--- config.mk ---
export PLATFORM = sky130hd
export DESIGN_NAME = keypad_click_gesture_classifier
export DESIGN_NICKNAME = d
export VERILOG_FILES = /design/src/design/kcgc_pkg.sv /design/src/design/kcgc_decode.sv /design/src/design/keypad_click_gesture_classifier.sv
export SDC_FILE = /design/constraint.sdc
export NUM_CORES = 1
export LEC_CHECK = 0
export ABC_AREA = 1
export ABC_CLOCK_PERIOD_IN_PS = 8000
export BUFFER_PORTS_ARGS = -buffer_cell sky130_fd_sc_hd__buf_2
export CAP_MARGIN = 40
export CORE_AREA = 4 4 101 103
export CTS_BUF_LIST = sky130_fd_sc_hd__clkbuf_4 sky130_fd_sc_hd__clkbuf_8
export DETAILED_ROUTE_END_ITERATION = 16
export DIE_AREA = 0 0 105 107
export PLACE_DENSITY = 0.85
export SETUP_SLACK_MARGIN = 0.5
export SYNTH_ARGS = -nofsm -noshare
export SYNTH_HDL_FRONTEND = slang
export SYNTH_HIERARCHICAL = 1
export SYNTH_SLANG_ARGS = --single-unit
export TNS_END_PERCENT = 50
--- constraint.sdc ---
create_clock -name clk -period 8 [get_ports clk]
set_input_delay 0.8 -clock clk [delete_from_list [all_inputs] [get_ports clk]]
set_output_delay 0.8 -clock clk [all_outputs]
set_load 0.02 [all_outputs]
--- src/design/kcgc_pkg.sv ---
// Shared types and constants for the keypad click and long-press classifier.
package kcgc_pkg;

  // Field widths
  localparam int unsigned SampleW   = 16;
  localparam int unsigned KeyW      = 5;
  localparam int unsigned EventW    = 2;
  localparam int unsigned ScanW     = 8;
  localparam int unsigned WindowW   = 10;
  localparam int unsigned HoldW     = 16;
  localparam int unsigned CfgIdxW   = 2;
  localparam int unsigned CfgDataW  = 16;
  localparam int unsigned OutDataW  = 16;

  // Configuration register indexes
  typedef enum logic [CfgIdxW-1:0] {
    CFG_SCAN_PERIOD  = 2'd0,
    CFG_CLICK_WINDOW = 2'd1,
    CFG_LONG_HOLD    = 2'd2,
    CFG_LONG_REPEAT  = 2'd3
  } cfg_idx_t;

  // Click event codes
  typedef enum logic [EventW-1:0] {
    EV_NONE   = 2'd0,
    EV_SINGLE = 2'd1,
    EV_DOUBLE = 2'd2
  } click_ev_t;

  // Reset values of the configuration registers
  localparam logic [ScanW-1:0]   ScanPeriodRst  = 8'd10;
  localparam logic [WindowW-1:0] ClickWindowRst = 10'd200;
  localparam logic [HoldW-1:0]   LongHoldRst    = 16'd1000;

  localparam logic [HoldW-1:0]   HoldMax        = 16'hFFFF;
  localparam logic [1:0]         ClickCountMax  = 2'd3;

  // One result word
  typedef struct packed {
    logic [KeyW-1:0]   long_key;
    logic              long_event;
    logic [KeyW-1:0]   click_key;
    logic [EventW-1:0] click_event;
  } result_t;

endpackage

--- src/design/kcgc_decode.sv ---
// Key matrix decoder: one active-low bit gives key row*4+col+1, else 0.
module kcgc_decode (
  input  logic [kcgc_pkg::SampleW-1:0] sample,
  output logic [kcgc_pkg::KeyW-1:0]    key
);
  import kcgc_pkg::*;

  logic [SampleW-1:0] low;
  logic               single_low;

  assign low        = ~sample;
  assign single_low = (low != '0) && ((low & (low - 1'b1)) == '0);

  // Bit b sits in column 3-(b/4), row b%4; only one bit can match
  always_comb begin
    key = '0;
    for (int b = 0; b < SampleW; b++) begin
      if (single_low && low[b]) begin
        key = KeyW'((b % 4) * 4 + (3 - b / 4) + 1);
      end
    end
  end

endmodule

--- src/design/keypad_click_gesture_classifier.sv ---
// Top level: keypad click (single/double) and long-press classifier.
//
//  channel | handshake             | word
//  --------+-----------------------+---------------------------------------------
//  in      | in_tvalid/in_tready   | one 1 ms tick: matrix sample
//  out     | out_tvalid/out_tready | one result per tick: click and long events
//  cfg     | cfg_we                | register write, index cfg_index
//
// One word per cycle: decode, click window and hold counters update in the
// cycle a word is accepted and the result lands in the output register.
// in_tready stays high while the output register is empty or being drained,
// so a stalled output holds one result and blocks only the next word.
// rst_n (synchronous) clears all counters and loads the register defaults.
module keypad_click_gesture_classifier (
  input  logic                             clk,
  input  logic                             rst_n,
  input  logic                             in_tvalid,
  output logic                             in_tready,
  input  logic [kcgc_pkg::SampleW-1:0]     in_tdata,   // [15:0] matrix_sample
  output logic                             out_tvalid,
  input  logic                             out_tready,
  // [1:0] click_event, [6:2] click_key, [7] long_event, [12:8] long_key, [15:13] zero
  output logic [kcgc_pkg::OutDataW-1:0]    out_tdata,
  input  logic                             cfg_we,
  input  logic [kcgc_pkg::CfgIdxW-1:0]     cfg_index,
  input  logic [kcgc_pkg::CfgDataW-1:0]    cfg_wdata
);
  import kcgc_pkg::*;

  // Configuration registers
  logic [ScanW-1:0]   scan_period_r;
  logic [WindowW-1:0] click_window_r;
  logic [HoldW-1:0]   long_hold_r;
  logic               long_repeat_r;

  // Tick state
  logic [ScanW-1:0]   scan_div_r,    scan_div_nxt;
  logic [KeyW-1:0]    key_now_r,     key_now_nxt;
  logic               win_busy_r,    win_busy_nxt;
  logic [WindowW-1:0] win_ticks_r,   win_ticks_nxt;
  logic [1:0]         click_cnt_r,   click_cnt_nxt;
  logic [KeyW-1:0]    latched_key_r, latched_key_nxt;
  logic [HoldW-1:0]   hold_ticks_r,  hold_ticks_nxt;
  logic               long_lat_r,    long_lat_nxt;

  // Output stage
  logic               out_valid_r;
  result_t            res_r, res_nxt;

  logic               in_fire;
  logic [KeyW-1:0]    key_dec;
  logic [ScanW-1:0]   scan_inc;
  logic [WindowW-1:0] win_inc;

  assign in_tready  = !out_valid_r || out_tready;
  assign in_fire    = in_tvalid && in_tready;
  assign out_tvalid = out_valid_r;
  assign out_tdata  = OutDataW'(res_r);

  kcgc_decode u_decode (
    .sample (in_tdata),
    .key    (key_dec)
  );

  // Config writes
  always_ff @(posedge clk) begin
    if (!rst_n) begin
      scan_period_r  <= ScanPeriodRst;
      click_window_r <= ClickWindowRst;
      long_hold_r    <= LongHoldRst;
      long_repeat_r  <= 1'b0;
    end else if (cfg_we) begin
      unique case (cfg_idx_t'(cfg_index))
        CFG_SCAN_PERIOD:  scan_period_r  <= cfg_wdata[ScanW-1:0];
        CFG_CLICK_WINDOW: click_window_r <= cfg_wdata[WindowW-1:0];
        CFG_LONG_HOLD:    long_hold_r    <= cfg_wdata[HoldW-1:0];
        CFG_LONG_REPEAT:  long_repeat_r  <= cfg_wdata[0];
        default: ;
      endcase
    end
  end

  // Per-tick update: scan/decode, click window, long press
  always_comb begin
    scan_div_nxt    = scan_div_r;
    key_now_nxt     = key_now_r;
    win_busy_nxt    = win_busy_r;
    win_ticks_nxt   = win_ticks_r;
    click_cnt_nxt   = click_cnt_r;
    latched_key_nxt = latched_key_r;
    hold_ticks_nxt  = hold_ticks_r;
    long_lat_nxt    = long_lat_r;
    res_nxt         = '0;

    // scan divider and decode
    scan_inc     = scan_div_r + 1'b1;
    scan_div_nxt = scan_inc;
    if (scan_inc == scan_period_r) begin
      scan_div_nxt = '0;
      key_now_nxt  = key_dec;
      if (key_now_r < key_dec) begin
        if (!win_busy_r) begin
          win_busy_nxt    = 1'b1;
          latched_key_nxt = key_dec;
        end
        if (click_cnt_r != ClickCountMax) begin
          click_cnt_nxt = click_cnt_r + 1'b1;
        end
      end
      if (key_now_r > key_dec) begin
        long_lat_nxt = 1'b0;
      end
    end

    // click window
    win_inc = win_ticks_r + 1'b1;
    if (win_busy_nxt) begin
      win_ticks_nxt = win_inc;
      if (win_inc == click_window_r) begin
        win_ticks_nxt = '0;
        if (click_cnt_nxt == 2'd1 || click_cnt_nxt == 2'd2) begin
          res_nxt.click_event = click_cnt_nxt;
          res_nxt.click_key   = latched_key_nxt;
        end
        win_busy_nxt  = 1'b0;
        click_cnt_nxt = '0;
      end
    end

    // long press
    if (key_now_nxt != '0) begin
      if (hold_ticks_r != HoldMax) begin
        hold_ticks_nxt = hold_ticks_r + 1'b1;
      end
      if (hold_ticks_nxt > long_hold_r && !long_lat_nxt) begin
        res_nxt.long_event = 1'b1;
        res_nxt.long_key   = key_now_nxt;
        if (!long_repeat_r) begin
          long_lat_nxt = 1'b1;
        end
      end
    end else begin
      hold_ticks_nxt = '0;
    end
  end

  // State registers
  always_ff @(posedge clk) begin
    if (!rst_n) begin
      scan_div_r    <= '0;
      key_now_r     <= '0;
      win_busy_r    <= 1'b0;
      win_ticks_r   <= '0;
      click_cnt_r   <= '0;
      latched_key_r <= '0;
      hold_ticks_r  <= '0;
      long_lat_r    <= 1'b0;
    end else if (in_fire) begin
      scan_div_r    <= scan_div_nxt;
      key_now_r     <= key_now_nxt;
      win_busy_r    <= win_busy_nxt;
      win_ticks_r   <= win_ticks_nxt;
      click_cnt_r   <= click_cnt_nxt;
      latched_key_r <= latched_key_nxt;
      hold_ticks_r  <= hold_ticks_nxt;
      long_lat_r    <= long_lat_nxt;
    end
  end

  // Output register
  always_ff @(posedge clk) begin
    if (!rst_n) begin
      out_valid_r <= 1'b0;
    end else if (in_fire) begin
      out_valid_r <= 1'b1;
    end else if (out_tready) begin
      out_valid_r <= 1'b0;
    end
  end

  always_ff @(posedge clk) begin
    if (in_fire) begin
      res_r <= res_nxt;
    end
  end

endmodule
Word level (Yosys, flattened, before mapping)
Index checks and enable logic that the tools add are counted.
Word-level totals
  bits in registers: 97
  bits of input ports: 39
  output and inout port bits: 18
  logic and storage cells: 113
Cells by class
  add/subtract/negate cells: 5
  order comparisons: 3
  eq/ne operators: 9
  muxes and demuxes: 42
  bitwise operators: 2
  reduce and logical (&&, ||, !) cells: 35
Operator list (count)
  2-to-1 mux 5 bit: 17
  2-to-1 mux 16 bit: 3
  logical AND 1 bit: 19
  adder 16 x 1 -> 16 bit, second input constant: 1
  AND 16 bit: 1
  > comparator 16 bit: 1
  logical NOT 16 bit: 1
  != test 16 bit, second input constant: 1
  NOT 16 bit: 1
  nonzero test 16 bit: 1
  subtractor 16 x 1 -> 16 bit, second input constant: 1
  2-to-1 mux 1 bit: 12
  AND reduction 2 bit: 6
  adder 10 x 1 -> 10 bit, second input constant: 1
  equality test 10 bit: 1
  2-to-1 mux 10 bit: 1
  2-to-1 mux 2 bit: 5
  adder 8 x 1 -> 8 bit, second input constant: 1
  equality test 8 bit: 1
  2-to-1 mux 4 bit: 2
  2-to-1 mux 8 bit: 1
  equality test 2 bit, second input constant: 3
  > comparator 5 bit: 1
  less-than comparator 5 bit: 1
  other kinds (10): 13

Depth between registers and ports, before layout
Gate-level depths: netlist of the first run.
  word-level depth: 29
  mapped depth: 26
  mapped depth without buffers: 26

Hierarchy
Netlist of the first run, hierarchy kept.
Modules (own cells, without submodules)
  keypad_click_gesture_classifier: instances 1, cells each 760, area an instance 5495.3 um^2, seq. area each 2072.0 um^2
  kcgc_decode: instances 1, cells each 86, area an instance 424.2 um^2, seq. area each 0.0 um^2

Least setup slack after synthesis of the first run
No wires, ideal clock.
  path type: input port to flip-flop
  start point: input in_tdata[2] in the netlist's numbering
  end point: register res_r, in the netlist out_tdata[2], data pin
  library setup time: 255 ps
  data arrival time: 3078 ps
  data required time: 7745 ps
  slack: 4667 ps
  cell stages on the path: 18
  path buffers: 0
  cells stage by stage: nand2_1 > nor2_4 > nand2_1 > o21bai_1 > nand4_1 > nor2_1 > nand2_2 > nor3_2 > inv_1 > ha_1 > nand2_1 > or2_2 > nand3_1 > nor2_4 > nor2_1 > xor2_1 > nor2_2 > and2_1
Between the ends
  elaborated cells on any way between the ends: 50
  those cells by class: add/sub (1); order compare (1); eq/ne (2); mux (23); bitwise (2); reduce/logical (21)
RTL lines
  from (decl): RTL line keypad_click_gesture_classifier.sv:19  | input logic [kcgc_pkg::SampleW-1:0] in_tdata,
  NOT 16 bit (*): RTL line kcgc_decode.sv:11  | assign low = ~sample;
  subtractor 16 x 1 -> 16 bit: RTL line kcgc_decode.sv:12  | assign single_low = (low != '0) && ((low & (low - 1'b1)) == '0);
  AND 16 bit: RTL line kcgc_decode.sv:12
  logical NOT 16 bit: RTL line kcgc_decode.sv:12
  logical AND 1 bit (*): RTL line kcgc_decode.sv:12
  logical AND 1 bit: RTL line kcgc_decode.sv:18  | if (single_low && low[b]) begin
  2-to-1 mux 5 bit (12 in a row): RTL line kcgc_decode.sv:18
  2-to-1 mux 5 bit (*): RTL line kcgc_decode.sv:18
  via key_dec[4]: RTL line keypad_click_gesture_classifier.sv:51  | logic [KeyW-1:0] key_dec;
  less-than comparator 5 bit (*): RTL line keypad_click_gesture_classifier.sv:101  | if (key_now_r < key_dec) begin
  2-to-1 mux 2 bit: RTL line keypad_click_gesture_classifier.sv:101
  2-to-1 mux 2 bit: RTL line keypad_click_gesture_classifier.sv:98  | if (scan_inc == scan_period_r) begin
  equality test 2 x 1 -> 1 bit / equality test 2 bit (equally long branches): RTL line keypad_click_gesture_classifier.sv:121  | if (click_cnt_nxt == 2'd1 || click_cnt_nxt == 2'd2) begin
  logical OR 1 bit: RTL line keypad_click_gesture_classifier.sv:121
  AND reduction 3 bit (no source line)
  to (signal assigned): RTL line keypad_click_gesture_classifier.sv:183  | res_r <= res_nxt;
  to (decl): RTL line keypad_click_gesture_classifier.sv:48  | result_t res_r, res_nxt;
Mark *: on every way through the listed nets, which the timed path passes. The rest lies on a longest branch.
A chain may end at the register's enable or synchronous reset.

Worst setup path in the final report of the first run
  start point: input in_tdata[2] in the netlist's numbering
  end point: register win_busy_r
Between the ends
  elaborated cells on any way between the ends: 42
  those cells by class: add/sub (1); order compare (1); mux (19); bitwise (2); reduce/logical (19)
RTL lines
  NOT 16 bit (*): RTL line kcgc_decode.sv:11
  subtractor 16 x 1 -> 16 bit: RTL line kcgc_decode.sv:12
  AND 16 bit: RTL line kcgc_decode.sv:12
  logical NOT 16 bit: RTL line kcgc_decode.sv:12
  logical AND 1 bit (*): RTL line kcgc_decode.sv:12
  logical AND 1 bit: RTL line kcgc_decode.sv:18
  2-to-1 mux 5 bit (12 in a row): RTL line kcgc_decode.sv:18
  2-to-1 mux 5 bit (*): RTL line kcgc_decode.sv:18
  via key_dec[4]: RTL line keypad_click_gesture_classifier.sv:51
  less-than comparator 5 bit (*): RTL line keypad_click_gesture_classifier.sv:101
  2-to-1 mux 1 bit (*): RTL line keypad_click_gesture_classifier.sv:101
  2-to-1 mux 1 bit (*): RTL line keypad_click_gesture_classifier.sv:98
  2-to-1 mux 1 bit (*): RTL line keypad_click_gesture_classifier.sv:117  | if (win_busy_nxt) begin
  to (signal assigned): RTL line keypad_click_gesture_classifier.sv:161  | win_busy_r <= win_busy_nxt;
  to (decl): RTL line keypad_click_gesture_classifier.sv:39  | logic win_busy_r, win_busy_nxt;
Marked as above.

==> results of run 1 <==
-- layout make-up --
| cell class | count | area, um^2 | share of cell area |
|---|---|---|---|
| inverter | 115 | 432 | 0.0673 |
| clock inverter | 7 | 61.3 | 0.00956 |
| clock buffer | 9 | 124 | 0.0193 |
| sequential | 97 | 2070 | 0.323 |
| tap | 111 | 139 | 0.0217 |
| timing repair buffer | 56 | 288 | 0.0449 |
| multi-input combinational | 610 | 3290 | 0.514 |
| antenna | 1 | 2.50 | 0.000390 |
-- cells by family after synthesis --
group,count (synthesis),share of synthesized area
buf+inv,141,0.0947
fa+ha+maj,24,0.0507
xor+xnor,23,0.0340
other cells,1,0.000634
flops,97,0.350
compound gates,153,0.147
simple gates,407,0.323
-- how the worst max path moves through the flow --
stage / cells after the start / slack, ps / end
after floorplan: 18 / 4670 / out_tdata[2]
after global placement: 21 / 4320 / win_busy_r
after detailed placement: 21 / 4140 / win_busy_r
after CTS: 20 / 4470 / out_tdata[9]
after global routing: 20 / 4010 / out_tdata[12]
final: 21 / 4420 / win_busy_r
-- state kept, by name, summed over array words and instances, names as in the netlist --
| register | count |
|---|---|
| scan_period_r | 8 |
| scan_div_r | 8 |
| long_repeat_r | 1 |
| win_ticks_r | 10 |
| click_cnt_r | 2 |
| long_lat_r | 1 |
| long_hold_r | 16 |
| win_busy_r | 1 |
| hold_ticks_r | 16 |
| out_tdata | 13 |
| out_tvalid | 1 |
| key_now_r | 5 |
| latched_key_r | 5 |
| click_window_r | 10 |
-- layout by cell type (no fill, tap or decap), types with 10 or more instances in the layout --
| master | instances |
|---|---|
| nand2_1 | 189 |
| inv_1 | 110 |
| dfxtp_1 | 84 |
| nor2_1 | 80 |
| a21oi_1 | 71 |
| nand3_1 | 56 |
| buf_2 | 53 |
| o21ai_0 | 40 |
| ha_1 | 24 |
| xor2_1 | 17 |
| o211ai_1 | 14 |
| nand3_2 | 14 |
| nor3_1 | 13 |
| edfxtp_1 | 13 |
| a21oi_2 | 12 |
| nor2_2 | 10 |
| nand2_2 | 10 |
-- cells in the mapped netlist --
library cell,count,area [um^2]
edfxtp_1,13,390
conb_1,1,3.75
xor2_1,17,149
clkinv_1,2,7.51
nand3_1,56,280
nand3_2,14,140
a21oi_2,12,105
o31ai_1,1,7.51
or3_1,1,6.26
nor3_1,13,65.1
a21oi_1,71,355
or2_2,2,12.5
buf_8,1,15.0
a21boi_0,1,7.51
a31oi_1,1,6.26
clkbuf_1,18,67.6
nand3_4,2,35.0
o21ai_1,6,30.0
buf_4,5,37.5
nand2_1,189,709
inv_2,3,11.3
a31o_2,1,8.76
nand3b_1,9,67.6
dfxtp_1,84,1680
o21ai_0,40,200
buf_2,1,5.00
o21bai_1,6,45.0
nand2_4,1,11.3
nand4_1,8,50.1
nor2_4,5,56.3
nand2_2,10,62.6
o211ai_1,14,105
ha_1,24,300
xnor2_1,6,52.6
buf_1,1,3.75
and2_1,5,31.3
nor3_2,2,20.0
nor2_2,10,62.6
inv_1,110,413
nor2_1,80,300
-- worst reg2reg max path: stages (launching register included) --
cell and delay, ps:
dfxtp_1 440, ha_1 290, nand3_1 140, or3_1 390, nor2_1 180, inv_1 240, nor2_1 160, nor2_1 70
ha_1 300, inv_1 50, nor2_1 80, o21ai_0 90, nand2_1 70, nand2_1 50, o211ai_1 100, nand2_1 70
a21oi_1 210, nand2_1 130, a21oi_1 190, inv_1 110, nor2_1 100
-- per-layer routing --
metal	vias up	global-route usage	share of wire
met5	-	0	0
li1	2818	-	-
met2	182	0.445	0.48
met1	2635	0.307	0.44
met3	32	0.0403	0.055
met4	0	0.0834	0.019
-- per-stage QoR --
stage | setup slack (ps) | total power [mW] | util | hold slack (ps)
after CTS | 4470 | 0.965 | 0.697 | 475
after global routing | 4010 | 1.01 | 0.697 | 496
after detailed placement | 4140 | 0.666 | 0.677 | 460
final | 4420 | 0.964 | 0.697 | 467
after floorplan | 4670 | 0.628 | - | 424
after global placement | 4320 | 0.660 | 0.677 | 451
-- power by group through the flow --
stage | clock network [mW] | registers (mW) | logic (mW)
global route | 0.330 | 0.522 | 0.153
global placement | 0 | 0.531 | 0.129
CTS | 0.309 | 0.520 | 0.135
detailed placement | 0 | 0.531 | 0.135
floorplan | 0 | 0.533 | 0.0947
finish | 0.308 | 0.520 | 0.136
==> out/results.txt, run 1 <==
Seq/Total Area, Yosys = 0.350
final worst path period share = 0.447
leakage = 2.82 nW
Non-Filler Instances = 1,006
Worst setup EP type = register
PwrDens = 150 nW/um^2
vias in the first global route = 5,324
Overall Global Routing Usage = 0.250
post-CTS setup buffer count = 0
Worst Hold Launch = long_hold_r[10]
Critical Path Source Type = input port
net switching power = 0.292 mW
crit path cell chain = buf_2, nand2_1, nor2_4, nand2_1, o21bai_1, nand4_1, nor2_1, nand2_2, nor3_2, inv_1, ha_1, nand2_1, or2_2, nand3_1, nor2_4, inv_2, nand2_1, nand2_1, inv_2, o21ai_1, a21oi_1
hold path depth = 2
Yosys cell types = 40
clock skew after layout = 12.9 ps
CTS Hold Bufs = 0
Synth Area per Inst = 7.00 um^2
Worst path most repeated cell = nand2_1
CTS tree = yes
Fin. Hold Viols = 0
RSZ-0062 raised after global routing = false
Worst Hold Path EP = long_hold_r[10]
post-synthesis register bit count = 97
Setup-failing EPs final = 0
IO Pins = 57
FF-to-FF setup slack = 4430 ps
Synth warnings = 6
die area = 11,200 um^2
DR vias/cell = 5.63
maximum vdd ir drop = 0.119 mV
global-route wire length before repair = 23.3 mm
worst skew pair latency = 370 ps
Port Buf Inserts = 53
WS Path Type = input port to register
Inst Count DP = 989
reg2reg end = out_tdata[9]
Req. time, crit path = 8250 ps
worst hold path type = register to register
max cap viols = 0
layout cells sized above 1 = 0.150
Post-CTS Resized = 0
Layout area overhead = 8.33%
Sw Ratio = 0.303
Placement Rows = 35
status = finished, final reports clean
1st-pass router iterations = 8
sequential share of power = 0.540
clock slew at reported path FFs = 110 ps
initial antenna violation count = 0
FF-to-FF Start = hold_ticks_r[0]
Vias = 5,667
Worst path slowest cell = ha_1
minimum clock period = 3580 ps
drt initial violations = 385
CTS Sinks = 97
Slew HR = 0.520
final instance area = 6410 um^2
DIE HEIGHT = 107 um
Total Wirelength = 13.9 mm
die width = 105 um
Synth Instances = 846
nets = 952
DP HPWL = 10.5 mm
WP buf/inv = 4
setup tns final = 0 ps
Fmax = 279 MHz
GP Congestion = 0.903
area of the core = 9200 um^2
DR WL/cell = 13.8 um
Max Fanout on Critical Path = 11
Congestion Overflow GR = 0
DRC violations left = 0
max incr delay on CP = 290 ps
Clock Tree Buf Depth = 2
Initial Util = 0.644
Worst-Margin Slew = 716 ps
H-tree lvl count = 3
post-synthesis cell area = 5920 um^2
Worst EP arrival = 3820 ps
pin count of the biggest net entering global routing = 44
Pins Over Slew Limit = 0
fillers = 766
Gate power share = 0.142
Clock power frac = 0.319
DRT antenna net count = 0
Worst R2R Path Depth = 20
DP Area = 6220 um^2
Num CTS Buffers = 9
P_int = 0.672 mW
delay-heaviest family, CP = simple AND/OR/NAND/NOR gates
origin of the worst setup path = in_tdata[2]
Clock Tree Root = clkbuf_8
Power figures use the tool's default switching activity.
==> run 2: changes to the inputs <==
--- a/config.mk
+++ b/config.mk
@@ -5,15 +5,15 @@
 export SDC_FILE = /design/constraint.sdc
 export NUM_CORES = 1
 export LEC_CHECK = 0
-export ABC_AREA = 1
-export ABC_CLOCK_PERIOD_IN_PS = 8000
+export ABC_AREA = 0
+export ABC_CLOCK_PERIOD_IN_PS = 3700
 export BUFFER_PORTS_ARGS = -buffer_cell sky130_fd_sc_hd__buf_2
 export CAP_MARGIN = 40
-export CORE_AREA = 4 4 101 103
+export CORE_AREA = 4 4 104 106
 export CTS_BUF_LIST = sky130_fd_sc_hd__clkbuf_4 sky130_fd_sc_hd__clkbuf_8
 export DETAILED_ROUTE_END_ITERATION = 16
-export DIE_AREA = 0 0 105 107
-export PLACE_DENSITY = 0.85
+export DIE_AREA = 0 0 108 110
+export PLACE_DENSITY = 0.82
 export SETUP_SLACK_MARGIN = 0.5
 export SYNTH_ARGS = -nofsm -noshare
 export SYNTH_HDL_FRONTEND = slang
==> constraint.sdc (replaced) <==
create_clock -name clk -period 3.7 [get_ports clk]
set_input_delay 0.37 -clock clk [delete_from_list [all_inputs] [get_ports clk]]
set_output_delay 0.37 -clock clk [all_outputs]
set_load 0.02 [all_outputs]
==> run 2 against run 1 <==
Core utilization grew 4.4 points. Largest power group unchanged. Flip-flop and latch count unchanged. Highest routed layer unchanged. Sequential share of layout area fell by 3.5 points. Die area rose by 5.7%. Synthesized cell count fell by 15%. Clock power increased by 120%. Hold slack got worse by 230 ps. Count of clock-buffer cells in the layout increased by 3. Routed wire length rose by 12%.
==> out/results.txt, run 2 <==
H-tree lvl count = 3 (unchanged)
area of the core = 9770 um^2 (+6.3%)
CTS Hold Bufs = 0 (unchanged)
IO Pins = 57 (unchanged)
FF-to-FF setup slack = 400 ps (-4030 ps)
Synth Area per Inst = 8.38 um^2 (+20%)
Synth top area share = 0.279 (-0.00507)
leakage = 2.80 nW (-0.43%)
worst hold path type = input port to register
DP HPWL = 11.0 mm (+4.6%)
Congestion Overflow GR = 0 (unchanged)
Setup-failing EPs final = 0 (unchanged)
status = finished, final reports clean
maximum vdd ir drop = 0.195 mV (+64%)
DRT antenna net count = 0 (unchanged)
Synth area leader = dfxtp_1
Clock Tree Buf Depth = 2 (unchanged)
Num CTS Buffers = 9 (unchanged)
metal2 WL = 7.60 mm (+13%)
Area contributors post-synth = dfxtp_1, nand2_1, edfxtp_1
ys flop type = dfxtp_1
Overall Global Routing Usage = 0.258 (+0.00856)
CTS Sinks = 97 (unchanged)
Critical Path Source Type = input port
RSZ-0062 raised after global routing = true
final worst path period share = 0.926
Port Buf Inserts = 53 (unchanged)
Pins Over Slew Limit = 0 (unchanged)
initial antenna violation count = 0 (unchanged)
most common cell in the netlist = nand2_1
DR WL/cell = 16.4 um (+19%)
most frequent cells in the layout = nand2_1, dfxtp_1, buf_4
Fin. Hold Viols = 0 (unchanged)
worst skew pair latency = 370 ps (about the same)
Initial Util = 0.617 (-0.0271)
DR vias/cell = 5.97 (+6.1%)
Layout area overhead = 20.1%
CTS tree = yes
Total Wirelength = 15.5 mm (+12%)
die area = 11,900 um^2 (+5.7%)
pin count of the biggest net entering global routing = 59 (+34%)
clock skew after layout = 10.5 ps (-2.47 ps)
metal3 WL = 784 um (+3.3%)
Synth Instances = 719 (-15%)
Placement Rows = 36 (+2.9%)
nets = 870 (-8.6%)
diode count = 0 (-1)
max cap viols = 0 (unchanged)
Worst EP arrival = 3650 ps (-170 ps)
most common cell after layout, fill and taps aside = nand2_1
vias in the first global route = 5,256 (-1.3%)
1st-pass router iterations = 5 (-3)
post-synthesis register bit count = 97 (unchanged)
Req. time, crit path = 3920 ps (-4330 ps)
reg2reg end = hold_ticks_r[5]
Max Fanout on Critical Path = 5 (-6)
FF-to-FF Start = scan_div_r[0]
Vias = 5,646 (-0.37%)
max layer used = met4
EDFF count, synth = 13 (unchanged)
Synth warnings = 6 (unchanged)
DIE HEIGHT = 110 um (+2.8%)
WS Path Type = input port to register
Worst R2R Path Depth = 8 (-60%)
Yosys cell types = 82 (+110%)
top post-synthesis cells by count = nand2_1, dfxtp_1, nor2_1
Worst Hold Launch = cfg_wdata[14]
hold_ws = 239 ps (-228 ps)
DRC violations left = 0 (unchanged)
Worst Hold Path EP = long_hold_r[14]
post-synthesis cell area = 6030 um^2 (+1.8%)
Seq/Total Area, Yosys = 0.344 (-0.00625)
setup tns final = 0 ps (unchanged)
minimum clock period = 3420 ps
global-route wire length before repair = 24.6 mm (+5.5%)
Non-Filler Instances = 945 (-6.1%)
clock slew at reported path FFs = 90 ps (-20 ps)
Clock Tree Root = clkbuf_8
GP Congestion = 0.864 (-4.3%)
die width = 108 um (+2.9%)
layout cells sized above 1 = 0.224 (+0.0742)
Worst-Margin Slew = 951 ps (+235 ps)
Inst Count DP = 909 (-8.1%)
Met1 Wirelength = 6.83 mm (+11%)
fraction of registers with async set/reset = 0 (unchanged)
Fmax = 292 MHz
drt initial violations = 352 (-8.6%)
hold path depth = 3 (+1)
Worst setup EP type = register
Slew HR = 0.366 (-0.154)
PwrDens = 276 nW/um^2 (+84%)
[run 2: changes by cell type after synthesis, sizes merged, moves of 15 or more]
cell,delta
a21boi,+25
nor2b,+19
a21oi,-52
inv,-77
nand2,-93
nor3,+15
xnor2,+21
o21ai,-25
nand3,-39
nor2,-46
mux2i,+22
[run 2: routing by layer]
metal | vias to the layer above | GRT usage
met5 | - | 0
met4 | 0 | 0.0920
met3 | 30 | 0.0384
met2 | 178 | 0.448
met1 | 2698 | 0.329
li1 | 2740 | -
[run 2: repair_timing]
item,4_1_cts,5_1_grt
resized for setup,46,28
hold endpoints to repair,0,0
setup endpoints to repair,24,53
buffers inserted,17,3
pin swaps,24,18
[run 2: cell families (layout without fill, tap and decap cells)]
group	after synthesis	count (layout)	share of synthesized area
AOI/OAI and AO/OA	154	154	0.182
buffers and inverters	70	161	0.0513
muxes	25	25	0.0421
and+or+nand+nor	304	304	0.266
xor gates and xnor gates	43	43	0.0625
other	1	3	0.000622
DFF	97	97	0.344
adders and majority gates	25	25	0.0515
[run 2: layout make-up]
cell class              instances  area (um^2)
fillers                       711         2530
clock inverters                 4         25.0
flip-flops and latches         97         2090
inverters                      36          135
well taps                     133          166
repair buffers                109          812
clock buffers                  12          159
multi-input cells             554         3860
[run 2: worst max-delay path: stages]
cell      delay, ps
buf_8            90
nand4_4         150
nor4_2          300
o22ai_1         130
or4b_4          590
nor3_4          210
inv_2            70
ha_4            240
nor2b_4         120
o211ai_1        150
a31oi_1         120
or2_4           270
buf_6           130
or2_4           240
mux2_4          300
nor3_2          160
[run 2: how the worst max path moves through the flow]
stage,slack [ps],from,cells past startpoint,end
6_report,280,in_tdata[6],16,out_tdata[0]
5_1_grt,120,in_tdata[6],16,out_tdata[6]
3_3_place_gp,60,in_tdata[7],14,out_tdata[7]
2_1_floorplan,180,in_tdata[7],15,out_tdata[0]
4_1_cts,380,in_tdata[3],17,out_tdata[6]
3_5_place_dp,-50,in_tdata[7],14,long_lat_r
[run 2: stage by stage]
stage                     power, mW  worst slack (ps)   util  instance area, um^2
after detailed placement       1.33             -49.2  0.676                 6610
after floorplan                1.25               184      -                 6090
after global routing           2.07               125  0.741                 7240
after CTS                      2.00               384  0.726                 7100
final                          2.00               275  0.741                 7240
after global placement         1.33              60.8  0.676                 6610
[run 2: power by group]
part	total, mW	switching (mW)	internal (mW)
Sequential	1.10	0.0157	1.09
Clock	0.673	0.384	0.289
Combinational	0.226	0.131	0.0947
Total	2.00	0.531	1.47
==> run 3: changes to the inputs <==
--- a/config.mk
+++ b/config.mk
@@ -14,6 +14,7 @@
 export DETAILED_ROUTE_END_ITERATION = 16
 export DIE_AREA = 0 0 108 110
 export PLACE_DENSITY = 0.82
+export RECOVER_POWER = 100
 export SETUP_SLACK_MARGIN = 0.5
 export SYNTH_ARGS = -nofsm -noshare
 export SYNTH_HDL_FRONTEND = slang
==> run 3 against run 2 <==
The run now ends with max-capacitance violations, max-slew violations left. Final cell count is the same. Maximum frequency shrank 0.26%. Clock skew is essentially flat. Sequential power is essentially flat. Critical path type unchanged. Critical endpoint unchanged. Largest cell class unchanged. Highest routed layer unchanged.
==> out/results.txt, run 3 (synthesis gave the netlist of run 2 again) <==
worst hold path type = input port to register
Overall Global Routing Usage = 0.258 (unchanged)
leakage = 2.71 nW (-3.5%)
Max Fanout on Critical Path = 5 (unchanged)
PwrDens = 279 nW/um^2 (+1.1%)
Register Area = 2090 um^2 (unchanged)
DP HPWL = 11.0 mm (unchanged)
maximum vdd ir drop = 0.195 mV (-0.22%)
failing checks = max-capacitance violations, max-slew violations
minimum clock period = 3430 ps (+8.79 ps)
Critical Path Source Type = input port
vias in the first global route = 5,256 (unchanged)
drt initial violations = 322 (-8.5%)
Worst setup EP type = register
DRC violations left = 0 (unchanged)
Worst EP arrival = 3650 ps (about the same)
Slew HR = -0.511 (-0.877)
most common cell after layout, fill and taps aside = nand2_1
Initial Util = 0.617 (unchanged)
1st-pass router iterations = 5 (unchanged)
DRT antenna net count = 0 (unchanged)
pin count of the biggest net entering global routing = 59 (unchanged)
clock skew after layout = 10.7 ps (+0.250 ps)
Final Power = 1.99 mW (-0.35%)
Worst-Margin Slew = 2270 ps (+1320 ps)
IO Pins = 57 (unchanged)
max cap viols = 1 (+1)
Clock Tree Root = clkbuf_8
status = finished with violations
Pins Over Slew Limit = 59 (+59)
CTS Hold Bufs = 0 (unchanged)
Clock Tree Buf Depth = 2 (unchanged)
H-tree lvl count = 3 (unchanged)
most frequent cells in the layout = nand2_1, dfxtp_1, nor2_1
Fin. Hold Viols = 0 (unchanged)
DR vias/cell = 5.98 (about the same)
nets = 870 (unchanged)
WS Path Type = input port to register
hold_ws = 244 ps (+4.75 ps)
fillers = 744 (+4.6%)
Placement Rows = 36 (unchanged)
multi-input logic area = 3810 um^2 (-1.2%)
Req. time, crit path = 3910 ps (about the same)
RSZ-0062 raised after global routing = true
Total Wirelength = 15.6 mm (+0.53%)
initial antenna violation count = 0 (unchanged)
Vias = 5,649 (+0.053%)
GP Congestion = 0.864 (unchanged)
Setup-failing EPs final = 0 (unchanged)
final worst path period share = 0.928 (+0.00238)
worst skew pair latency = 370 ps (about the same)
CTS tree = yes
clock slew at reported path FFs = 90 ps (about the same)
Congestion Overflow GR = 0 (unchanged)
DR WL/cell = 16.5 um (+0.53%)
Fmax = 291 MHz (-0.26%)
Num CTS Buffers = 9 (unchanged)
layout cells sized above 1 = 0.188 (-0.0357)
FF-to-FF setup slack = 290 ps (-110 ps)
global-route wire length before repair = 24.6 mm (unchanged)
Port Buf Inserts = 53 (unchanged)
diode count = 0 (unchanged)
CTS Sinks = 97 (unchanged)
DIE HEIGHT = 110 um (unchanged)
die width = 108 um (unchanged)
die area = 11,900 um^2 (unchanged)
area of the core = 9770 um^2 (unchanged)
Layout area overhead = 18.4%
-- run 3: power breakdown --
group	total [mW]	internal (mW)	switching [mW]
Clock	0.671	0.289	0.381
Sequential	1.10	1.09	0.0161
Combinational	0.221	0.0907	0.130
-- run 3: timing repair --
item | 4_1_cts | 5_1_grt
resized for setup | 46 | 28
cloned | 0 | 0
endpoints found under the setup margin | 24 | 53
setup buffers | 17 | 3
pin swaps | 24 | 18
-- run 3: worst max-delay path: stages --
cell and delay [ps]:
buf_8 80, nand4_4 150, nor4_1 290, o22ai_1 130, or4b_4 590, nor3_4 210, inv_2 70, ha_4 240
nor2b_4 120, o211ai_1 150, a31oi_1 120, or2_4 260, clkbuf_1 140, or2_4 250, mux2_4 300, nor3_1 170
-- run 3: stage by stage --
step / TNS (ps) / cells / util / setup slack [ps] / area, um^2
5_1_grt: 0 / 945 / 0.730 / 83.4 / 7140
4_1_cts: 0 / 942 / 0.726 / 384 / 7100
6_report: 0 / 945 / 0.730 / 267 / 7140
3_5_place_dp: -237 / 909 / 0.676 / -49.2 / 6610
3_3_place_gp: 0 / 909 / 0.676 / 60.8 / 6610
2_1_floorplan: 0 / 721 / - / 184 / 6090
-- run 3: final timing paths --
kind	to	depth (start not counted)	from
setup / recovery	out_tdata[0]	16	in_tdata[7]
hold / removal	long_hold_r[14]	3	cfg_wdata[14]
setup reg to reg	out_tdata[8]	13	hold_ticks_r[12]
hold reg to reg	long_hold_r[14]	2	long_hold_r[14]
-- run 3: metal layers --
layer | wire length (um) | up-vias | share of wire | global-route usage
met3 | 770 | 32 | 0.049 | 0.0384
met1 | 6890 | 2687 | 0.44 | 0.329
li1 | - | 2750 | - | -
met5 | 0 | - | 0 | 0
met2 | 7630 | 180 | 0.49 | 0.448
met4 | 303 | 0 | 0.019 | 0.0920
-- run 3: area by class of cell --
class / count / area share
Clock inverter: 4 / 0.00351
Sequential cell: 97 / 0.292
Tap cell: 133 / 0.0233
Clock buffer: 12 / 0.0223
Multi-Input combinational cell: 554 / 0.534
Inverter: 36 / 0.0189
Timing Repair Buffer: 109 / 0.106
